`config.mk`:
```
export PLATFORM = sky130hd
export DESIGN_NAME = cpta_ram
export DESIGN_NICKNAME = d
export VERILOG_FILES = /design/src/cpta_ram.sv
export SDC_FILE = /design/constraint.sdc
export NUM_CORES = 1
export LEC_CHECK = 0
export ABC_CLOCK_PERIOD_IN_PS = 4260
export BUFFER_PORTS_ARGS = -buffer_cell sky130_fd_sc_hd__clkbuf_2
export CORE_MARGIN = 2
export CORE_UTILIZATION = 58
export CTS_BUF_LIST = sky130_fd_sc_hd__clkbuf_4 sky130_fd_sc_hd__clkbuf_8 sky130_fd_sc_hd__clkbuf_16
export DETAILED_ROUTE_END_ITERATION = 12
export PLACE_DENSITY = 0.88
export SYNTH_ARGS = -nofsm -noshare
export SYNTH_HDL_FRONTEND = slang
export SYNTH_SLANG_ARGS = --single-unit
```
`constraint.sdc`:
```
create_clock -name clk -period 4.26 [get_ports clk]
set_clock_uncertainty 0.2 [all_clocks]
set_input_delay 0.213 -clock clk [delete_from_list [all_inputs] [get_ports clk]]
set_output_delay 0.213 -clock clk [all_outputs]
set_load 0.005 [all_outputs]
```
`src/cpta_ram.sv`:
```
// Generic single-port-write, single-port-read RAM with registered read data.
// Standalone; no package dependencies.
module cpta_ram #(
  parameter int WIDTH = 8,
  parameter int DEPTH = 16
) (
  input  logic                     clk,
  input  logic                     we,
  input  logic [$clog2(DEPTH)-1:0] waddr,
  input  logic [WIDTH-1:0]         wdata,
  input  logic [$clog2(DEPTH)-1:0] raddr,
  output logic [WIDTH-1:0]         rdata
);

  logic [WIDTH-1:0] mem [DEPTH];

  always_ff @(posedge clk) begin
    if (we) begin
      mem[waddr] <= wdata;
    end
    rdata <= mem[raddr];
  end

endmodule

```
==> metrics.yaml, run 1 <==
p_leak_nw: 2.02
core_sq_mm: 0.00868
finalCritPeriodShare: 0.449
synthCells: 229
hold_viol_final: 0
r2r_setup_slack_ps: 2600
hold_end: "mem[12][3]"
reg2reg_depth: 3
final_area_sq_mm: 0.00600
slew_headroom: 0.319
synth_top_cell_by_area: "edfxtp_1"
postRouteAntennaNets: 0
tns_ps: 0
grt_pass1_vias: 2558
syn_to_final_growth_pct: 16.5
min_path_type: "in2reg"
crit_family: "buffers and inverters"
p_switching_uw: 651
rows: 34
required_ps: 4460
drv_slew: 0
p_int_mw: 2.34
cts-htree-levels: 4
die_width_um: 98.2
grt_pass1_wl_um: 14500
synth-xor-area-share: 0
start_util: 0.593
ys_seq_elements: 136
drive_above_1_share: 0.277
synth_top_cells_by_area: "edfxtp_1 75%, mux4_2 7.9%, mux4_1 7.1%"
end_kind: "flip-flop"
period_needed_ps: 1910
drv_cap: 0
fin_total_pwr_mw: 2.99
start_kind: "input pin"
arrival_ps: 2110
track_usage: 0.214
yosysSeqAreaShare: 0.778
grt_antenna_before_repair: 0
hp-start: "waddr[0]"
clockBufferDepth: 2
highest_layer: "met4"
io_pins: 26
synth_top_family_by_area: "multiplexers"
cp_cell_sequence: "clkbuf_2 > buf_4 > mux4_1 > a22oi_1 > nand2_1"
placed_cell_area_sq_mm: 0.00536
clk_pin_slew_worst_paths_ps: 70
fin_ws_ps: 2350
final_common_cell: "edfxtp_1"
final_cell_mix: "128 x edfxtp_1, 25 x clkbuf_2, 18 x mux4_2, 16 x a22oi_1, 16 x clkbuf_16"
cts.repair.resized: 0
fmax_mhz: 522
synth-compound-area-share: 0.0233
peakVddDrop_v: 0.000392
antenna_cells: 0
worst_pin_slew_ps: 1020
wl_met1_um: 3700
pwr-share-seq: 0.504
post-synth-top-area-fraction: 0.747
slowest_delay_ps: 610
path_buf_inv: 2
p_sw_frac: 0.218
ys_warn_count: 0
dr.pass1.iters: 5
die-area_sq_mm: 0.00964
cp_max_fo: 20
io_buffers: 25
die_y_um: 98.2
stdcell_count: 397
clock_sinks: 136
min_path_cells: 3
rsz0062_at_grt: "no"
power.share.clock: 0.451
dp_hpwl_um: 5570
dp.cells: 357
wl_met2_um: 5220
cts_setup_buffers: 0
tritoncts: "done"
ys_types: 19
cts-root-buf: "clkbuf_8"
grt_max_degree: 33
synth-simple-area-share: 0.0318
hold_buffers: 8
drcViolationCount: 0
route.met3.wl_um: 608
synth.cell_area_sq_mm: 0.00515
r2r_start: "mem[3][4]"
clock_latency_ps: 510
wl_um: 9670
wire_per_inst_um: 24.4
overflow: 0
synth_adder_area_share: 0
vias_per_cell: 6.22
layout.nets: 294
p_comb_frac: 0.045
post-place-ws_ps: 1810
setup_viol: 0
outcome: "finished, final reports clean"
cpMaxStageDelayCell: "mux4_1"
vias: 2468
numCtsBuffers: 17
gp_congestion: 0.729
worstSetupPathType: "in2reg"
synthMuxAreaShare: 0.150
syn_area_per_cell_sq_um: 22.5
pwr_density_cell_mw_per_mm2: 499
r2r-end: "rdata[4]"
synth_fp_nets: 247
drt-initial-drc-count: 233
[worst reg2reg max path: stages (launching register included)]
cell and delay, ps:
edfxtp_1 410, mux4_2 480, a22oi_1 340, nand2_1 120
[synth_stat cells (all sizes together)]
master,instances
nor3,4
and2b,1
nand3b,2
buf,7
edfxtp,128
mux4,32
clkdlybuf4s25,3
nand2b,2
nand2,9
dfxtp,8
a22oi,16
and2,1
or3b,1
nor2,13
nor2b,1
nand3,1
[logic make-up (layout without fill, tap and decap cells)]
logic type	count (synthesis)	count (layout)
flip-flops	136	136
AND/OR/NAND/NOR	35	35
multiplexers	32	32
AO/OA/AOI/OAI	16	16
buffers and inverters	10	70
[sequential cells by signal, indices dropped and copies added (netlist names)]
register  count
mem         128
rdata         8
[routing by layer]
layer,global-route usage,vias to the layer above
met4,0.0674,0
met5,0,-
li1,-,1071
met2,0.363,108
met3,0.0558,11
met1,0.277,1278
[area by class of cell]
type | count | area (sq um)
tap | 108 | 135
sequential | 136 | 4000
clock inverter | 15 | 143
clock buffer | 17 | 414
multi-input combinational | 83 | 1060
fill | 546 | 2680
timing repair buffer | 38 | 243
[worst max path at each step]
stage / depth (start not counted) / startpoint / slack, ps / end
after global routing: 5 / raddr[0] / 2240 / rdata[3]
after detailed placement: 5 / raddr[0] / 1810 / rdata[3]
after global placement: 5 / raddr[0] / 1890 / rdata[3]
after floorplan: 2 / waddr[2] / 2350 / mem[0][0]
final: 5 / raddr[0] / 2350 / rdata[3]
after CTS: 5 / raddr[0] / 2330 / rdata[4]
[stage by stage]
step	hold WS, ps	util
after floorplan	112	-
after global placement	386	0.618
after detailed placement	387	0.618
after CTS	45.6	0.691
after global routing	68.0	0.691
final	68.6	0.691
[power groups by stage]
| stage | sequential, mW | combinational, mW | clock [mW] |
|---|---|---|---|
| global route | 1.51 | 0.145 | 1.41 |
| detailed placement | 1.53 | 0.128 | 0 |
| floorplan | 1.53 | 0.0759 | 0 |
| global placement | 1.53 | 0.123 | 0 |
| CTS | 1.51 | 0.135 | 1.35 |
| finish | 1.51 | 0.134 | 1.35 |
(Power assumes the default switching activity.)
==> run 2, diff against run 1 <==
==> config.mk (replaced) <==
export PLATFORM = sky130hd
export DESIGN_NAME = cpta_ram
export DESIGN_NICKNAME = d
export VERILOG_FILES = /design/src/cpta_ram.sv
export SDC_FILE = /design/constraint.sdc
export NUM_CORES = 1
export LEC_CHECK = 0
export ABC_AREA = 1
export ABC_CLOCK_PERIOD_IN_PS = 1750
export BUFFER_PORTS_ARGS = -buffer_cell sky130_fd_sc_hd__clkbuf_2
export CORE_MARGIN = 2
export CORE_UTILIZATION = 55
export CTS_BUF_LIST = sky130_fd_sc_hd__clkbuf_4 sky130_fd_sc_hd__clkbuf_8 sky130_fd_sc_hd__clkbuf_16
export DETAILED_ROUTE_END_ITERATION = 12
export PLACE_DENSITY = 0.87
export SYNTH_ARGS = -nofsm -noshare
export SYNTH_HDL_FRONTEND = slang
export SYNTH_SLANG_ARGS = --single-unit
==> constraint.sdc (replaced) <==
create_clock -name clk -period 1.75 [get_ports clk]
set_clock_uncertainty 0.2 [all_clocks]
set_input_delay 0.0875 -clock clk [delete_from_list [all_inputs] [get_ports clk]]
set_output_delay 0.0875 -clock clk [all_outputs]
set_load 0.005 [all_outputs]
==> run 2 against run 1 <==
Effect of this change: sequential share of layout area shrank 7.5 points; die area is 17% higher; flip-flop and latch count unchanged; total power increased by 150%; synthesized cell count up 140%; largest cell class unchanged.
==> metrics.yaml, run 2 <==
outcome: "finished, final reports clean"
postRouteAntennaNets: 0
drv_cap: 0
synth_top_cells_by_area: "edfxtp_1 67%, nand2_1 11%, nand3_1 8.4%"
grt_antenna_before_repair: 0
die_width_um: 106
cp_max_fo: 1
rows: 37
synth-simple-area-share: 0.210
p_int_mw: 5.81
cts-root-buf: "clkbuf_8"
slew_headroom: 0.579
drv_slew: 0
gp_congestion: 0.884
grt_pass1_wl_um: 20900
io_pins: 26
pwr_density_cell_mw_per_mm2: 1100
worst_pin_slew_ps: 631
regArea_sq_mm: 0.00400
grt_pass1_vias: 3940
overflow: 0
r2r_setup_slack_ps: 390
synth_adder_area_share: 0
tns_ps: 0
start_kind: "flip-flop"
p_comb_frac: 0.064
final_cell_mix: "172 x nand2_1, 128 x edfxtp_1, 99 x inv_1, 95 x nand3_1, 25 x clkbuf_2"
dp.cells: 708
synth_common_cells: "173 x nand2_1, 128 x edfxtp_1, 100 x inv_1, 97 x nand3_1, 17 x nor2_1"
fin_ws_ps: 389
wl_met1_um: 5110
p_sw_frac: 0.222
largest_register_ffs: 128
antenna_cells: 0
nFillCells: 660
arrival_ps: 1580
post-place-ws_ps: 336
fmax_mhz: 735
multi_input_area_sq_mm: 0.00123
ys_types: 12
worstSetupPathType: "reg2reg"
highest_layer: "met4"
cts_setup_buffers: 0
numCtsBuffers: 17
post-synth-top-count-cell: "nand2_1"
die-area_sq_mm: 0.0113
route.met3.wl_um: 1360
setup.worst_path.start: "mem[8][6]"
reg.largest.list: "mem: 128 flops, rdata: 8 flops"
p_leak_nw: 2.96
utilization: 0.661
clock_sinks: 136
period_needed_ps: 1360
post-synth-top-area-fraction: 0.667
wl_um: 13500
synth_top_cell_by_area: "edfxtp_1"
synthCells: 551
syn_to_final_growth_pct: 17.2
tritoncts: "done"
vias_per_cell: 5.54
io_buffers: 25
layout.nets: 621
setup_viol: 0
clock_latency_ps: 530
wl_met2_um: 6480
synthArstFlopShare: 0
min_path_type: "in2reg"
ys.flop_type: "edfxtp_1"
r2r_start: "mem[8][6]"
syn_area_per_cell_sq_um: 10.5
drive_above_1_share: 0.131
drcViolationCount: 0
ys_seq_elements: 136
regMostFlops: "mem"
pwr-share-seq: 0.491
wire_per_inst_um: 17.9
p_switching_mw: 1.66
core_sq_mm: 0.0102
synth_fp_nets: 569
synth-xor-area-share: 0
stdcell_count: 752
clk_pin_slew_worst_paths_ps: 60
die_y_um: 106
cts-htree-levels: 4
ys_warn_count: 0
finalCritPeriodShare: 0.777
drt-initial-drc-count: 655
start_util: 0.564
grt_max_degree: 65
yosysSeqAreaShare: 0.694
dp_hpwl_um: 7400
hp-start: "waddr[1]"
end_kind: "flip-flop"
rsz0062_at_grt: "no"
peakVddDrop_v: 0.000871
clockBufferDepth: 2
hold_viol_final: 0
final_common_cell: "nand2_1"
power.share.clock: 0.445
synth-compound-area-share: 0
vias: 4165
fin_total_pwr_mw: 7.47
synth_top_family_by_area: "simple AND/OR/NAND/NOR gates"
track_usage: 0.250
synthMuxAreaShare: 0
synth.cell_area_sq_mm: 0.00577
dr.pass1.iters: 6
synth_edf_count: 128
required_ps: 1970
## run 2: cell types whose count changed in the layout (fill, tap and decap cells not counted), sizes merged, moves of 5 or more
cell | previous run | this run
inv | 5 | 102
mux4 | 32 | 0
buf | 5 | 20
nand3 | 1 | 97
clkinv | 5 | 10
nand2 | 9 | 173
a22oi | 16 | 0
## run 2: path summary, 6_finish.rpt
check,to,depth (start not counted)
max,rdata[6],6
min,mem[11][1],4
max reg2reg,rdata[6],6
min reg2reg,rdata[1],6
## run 2: layer usage
layer  GRT usage  up-vias
met5           0        -
met4       0.108        0
met3      0.0681       55
met2       0.399      312
met1       0.322     1925
li1            -     1873
## run 2: cells by family (layout without fill, tap and decap cells)
| logic type | count (synthesis) | after routing |
|---|---|---|
| buf+inv | 126 | 191 |
| simple gates | 289 | 289 |
| flops | 136 | 136 |
## run 2: critical path, cell delays in order (launching register included)
cell and delay [ps]:
edfxtp_1 360, inv_1 70, nand2_1 80, nand3_1 130, nand3_1 150, nand3_1 170
nand2_1 70
## run 2: final cells by class
cell class                 count  share of cell area
inverter                     102              0.0566
multi-input combinational    289               0.181
clock buffer                  18              0.0624
sequential                   136               0.592
clock inverter                14              0.0198
tap                          136              0.0252
timing repair buffer          57              0.0622
## run 2: metrics by stage
step                      hold slack [ps]  area (sq um)
after detailed placement              260          6070
after global routing                 35.4          6760
after global placement                261          6070
after CTS                            4.16          6760
final                                26.1          6760
after floorplan                     -13.6          5770
## run 2: power by group through the flow
stage / logic (mW) / registers [mW] / clock network (mW)
global placement: 0.411 / 3.73 / 0
global route: 0.514 / 3.67 / 3.46
finish: 0.476 / 3.67 / 3.32
floorplan: 0.257 / 3.73 / 0
detailed placement: 0.430 / 3.73 / 0
CTS: 0.466 / 3.67 / 3.33
## run 2: timing repair
item	CTS	global route
setup endpoints to repair	0	1
resized for setup	0	4
hold buffers	13	0
hold endpoints to repair	173	0
==> run 3, diff against run 2 <==
--- a/config.mk
+++ b/config.mk
@@ -6,7 +6,7 @@
 export NUM_CORES = 1
 export LEC_CHECK = 0
 export ABC_AREA = 1
-export ABC_CLOCK_PERIOD_IN_PS = 1750
+export ABC_CLOCK_PERIOD_IN_PS = 1150
 export BUFFER_PORTS_ARGS = -buffer_cell sky130_fd_sc_hd__clkbuf_2
 export CORE_MARGIN = 2
 export CORE_UTILIZATION = 55
==> constraint.sdc (replaced) <==
create_clock -name clk -period 1.15 [get_ports clk]
set_clock_uncertainty 0.2 [all_clocks]
set_input_delay 0.0575 -clock clk [delete_from_list [all_inputs] [get_ports clk]]
set_output_delay 0.0575 -clock clk [all_outputs]
set_load 0.005 [all_outputs]
==> run 3 against run 2 <==
Effect of this change: the run now ends with negative hold slack, negative setup slack left; register-to-register slack worse by 490 ps; total power is 61% higher; die area stayed put; worst setup slack worse by 490 ps; global-route usage is 1.9 points higher; critical path depth stayed put; combinational power is 80% higher; wire length is 16% higher; non-clock buffer count is 5 higher; critical endpoint is now rdata[0]; largest cell class unchanged; largest power group unchanged.
==> metrics.yaml, run 3 (synthesis gave the netlist of run 2 again) <==
p_comb_frac: 0.072
numCtsBuffers: 17
period_needed_ps: 1250
final_common_cell: "nand2_1"
grt_pass1_wl_um: 22100
cts-htree-levels: 4
drive_above_1_share: 0.250
dp_hpwl_um: 8040
hold_viol_final: 37
reg.largest.list: "mem: 128 flops, rdata: 8 flops"
grt_max_degree: 49
failed_checks: "negative hold slack, negative setup slack"
clock_sinks: 136
vias_per_cell: 5.77
wire_per_inst_um: 20.7
syn_to_final_growth_pct: 24.1
p_leak_nw: 3.11
core_sq_mm: 0.0102
p_switching_mw: 2.64
io_pins: 26
tritoncts: "done"
grt_antenna_before_repair: 0
rsz0062_at_grt: "yes"
placed_cell_area_sq_mm: 0.00616
fin_ws_ps: -100
die_y_um: 106
start_kind: "flip-flop"
vias: 4360
reg2reg_depth: 6
final_area_sq_mm: 0.00716
min_path_type: "in2reg"
drcViolationCount: 0
drv_cap: 0
drt-initial-drc-count: 738
cp_max_fo: 1
start_util: 0.564
peakVddDrop_v: 0.00106
largest_register_ffs: 128
die-area_sq_mm: 0.0113
clk_pin_slew_worst_paths_ps: 60
gp_congestion: 0.819
worst_pin_slew_ps: 776
grt_pass1_vias: 4278
p_int_mw: 9.35
slew_headroom: 0.482
power.share.clock: 0.462
pwr-share-seq: 0.467
io_buffers: 25
outcome: "finished with violations"
clockBufferDepth: 2
final_cell_mix: "165 x nand2_1, 128 x edfxtp_1, 96 x inv_1, 49 x nand3_1, 47 x nand3_2"
finalCritPeriodShare: 1.09
p_sw_frac: 0.220
drv_slew: 0
fmax_mhz: 800
min_path_cells: 4
hold_ws_ps: -23.1
worstSetupPathType: "reg2reg"
regMostFlops: "mem"
postRouteAntennaNets: 0
cts-root-buf: "clkbuf_8"
fin_total_pwr_mw: 12.0
clock_latency_ps: 530
track_usage: 0.269
antenna_cells: 0
dr.pass1.iters: 6
required_ps: 1360
overflow: 0
utilization: 0.700
post-place-ws_ps: -190
wl_um: 15700
end_kind: "flip-flop"
layout.nets: 626
rows: 37
pwr_density_cell_mw_per_mm2: 1670
arrival_ps: 1460
die_width_um: 106
setup_viol: 16
## run 3: worst paths after layout
path | start | end | slack, ps
worst max-delay path | mem[1][0] | rdata[0] | -100
worst min register to register | mem[4][3] | rdata[3] | 500
worst max register to register | mem[1][0] | rdata[0] | -100
worst min-delay path | we | mem[1][1] | -20
## run 3: final cells by class
| class | count | area [sq um] |
|---|---|---|
| well taps | 136 | 170 |
| repair buffers | 62 | 493 |
| multi-input cells | 289 | 1490 |
| inverters | 102 | 387 |
| clock buffers | 18 | 422 |
| flip-flops and latches | 136 | 4010 |
| fillers | 600 | 3070 |
| clock inverters | 13 | 179 |
## run 3: power groups by stage
stage                     combinational, mW  clock, mW  sequential, mW
after floorplan                       0.394          0            5.67
after global placement                0.656          0            5.68
after detailed placement              0.680          0            5.69
after CTS                             0.743       5.47            5.59
after global routing                  0.912       5.72            5.60
final                                 0.859       5.53            5.59
## run 3: worst max-delay path, cell delays in order, from the launching register on
cell and delay (ps):
edfxtp_1 380, inv_1 90, nand2_1 70, nand3_1 120
nand3_1 120, nand3_1 110, nand2_1 60
## run 3: metal layers
layer,up-vias,track usage,part of all wire
met2,366,0.426,0.47
li1,1887,-,-
met1,2023,0.339,0.36
met4,0,0.161,0.052
met3,84,0.0613,0.12
met5,-,0,0
## run 3: repair_timing
action,in CTS,in global routing
resized for setup,18,52
gates cloned,0,0
hold endpoints to repair,219,19
pin swaps,7,28
setup endpoints to repair,14,80
hold buffers,12,1
setup buffers,0,1
## run 3: through the flow
stage,instances,TNS [ps],hold WS (ps)
after global routing,756,-1430,-7.80
final,756,-1000,-23.1
after CTS,756,-1810,-27.5
after floorplan,551,-4980,-43.6
after detailed placement,713,-8050,237
after global placement,713,-5710,239
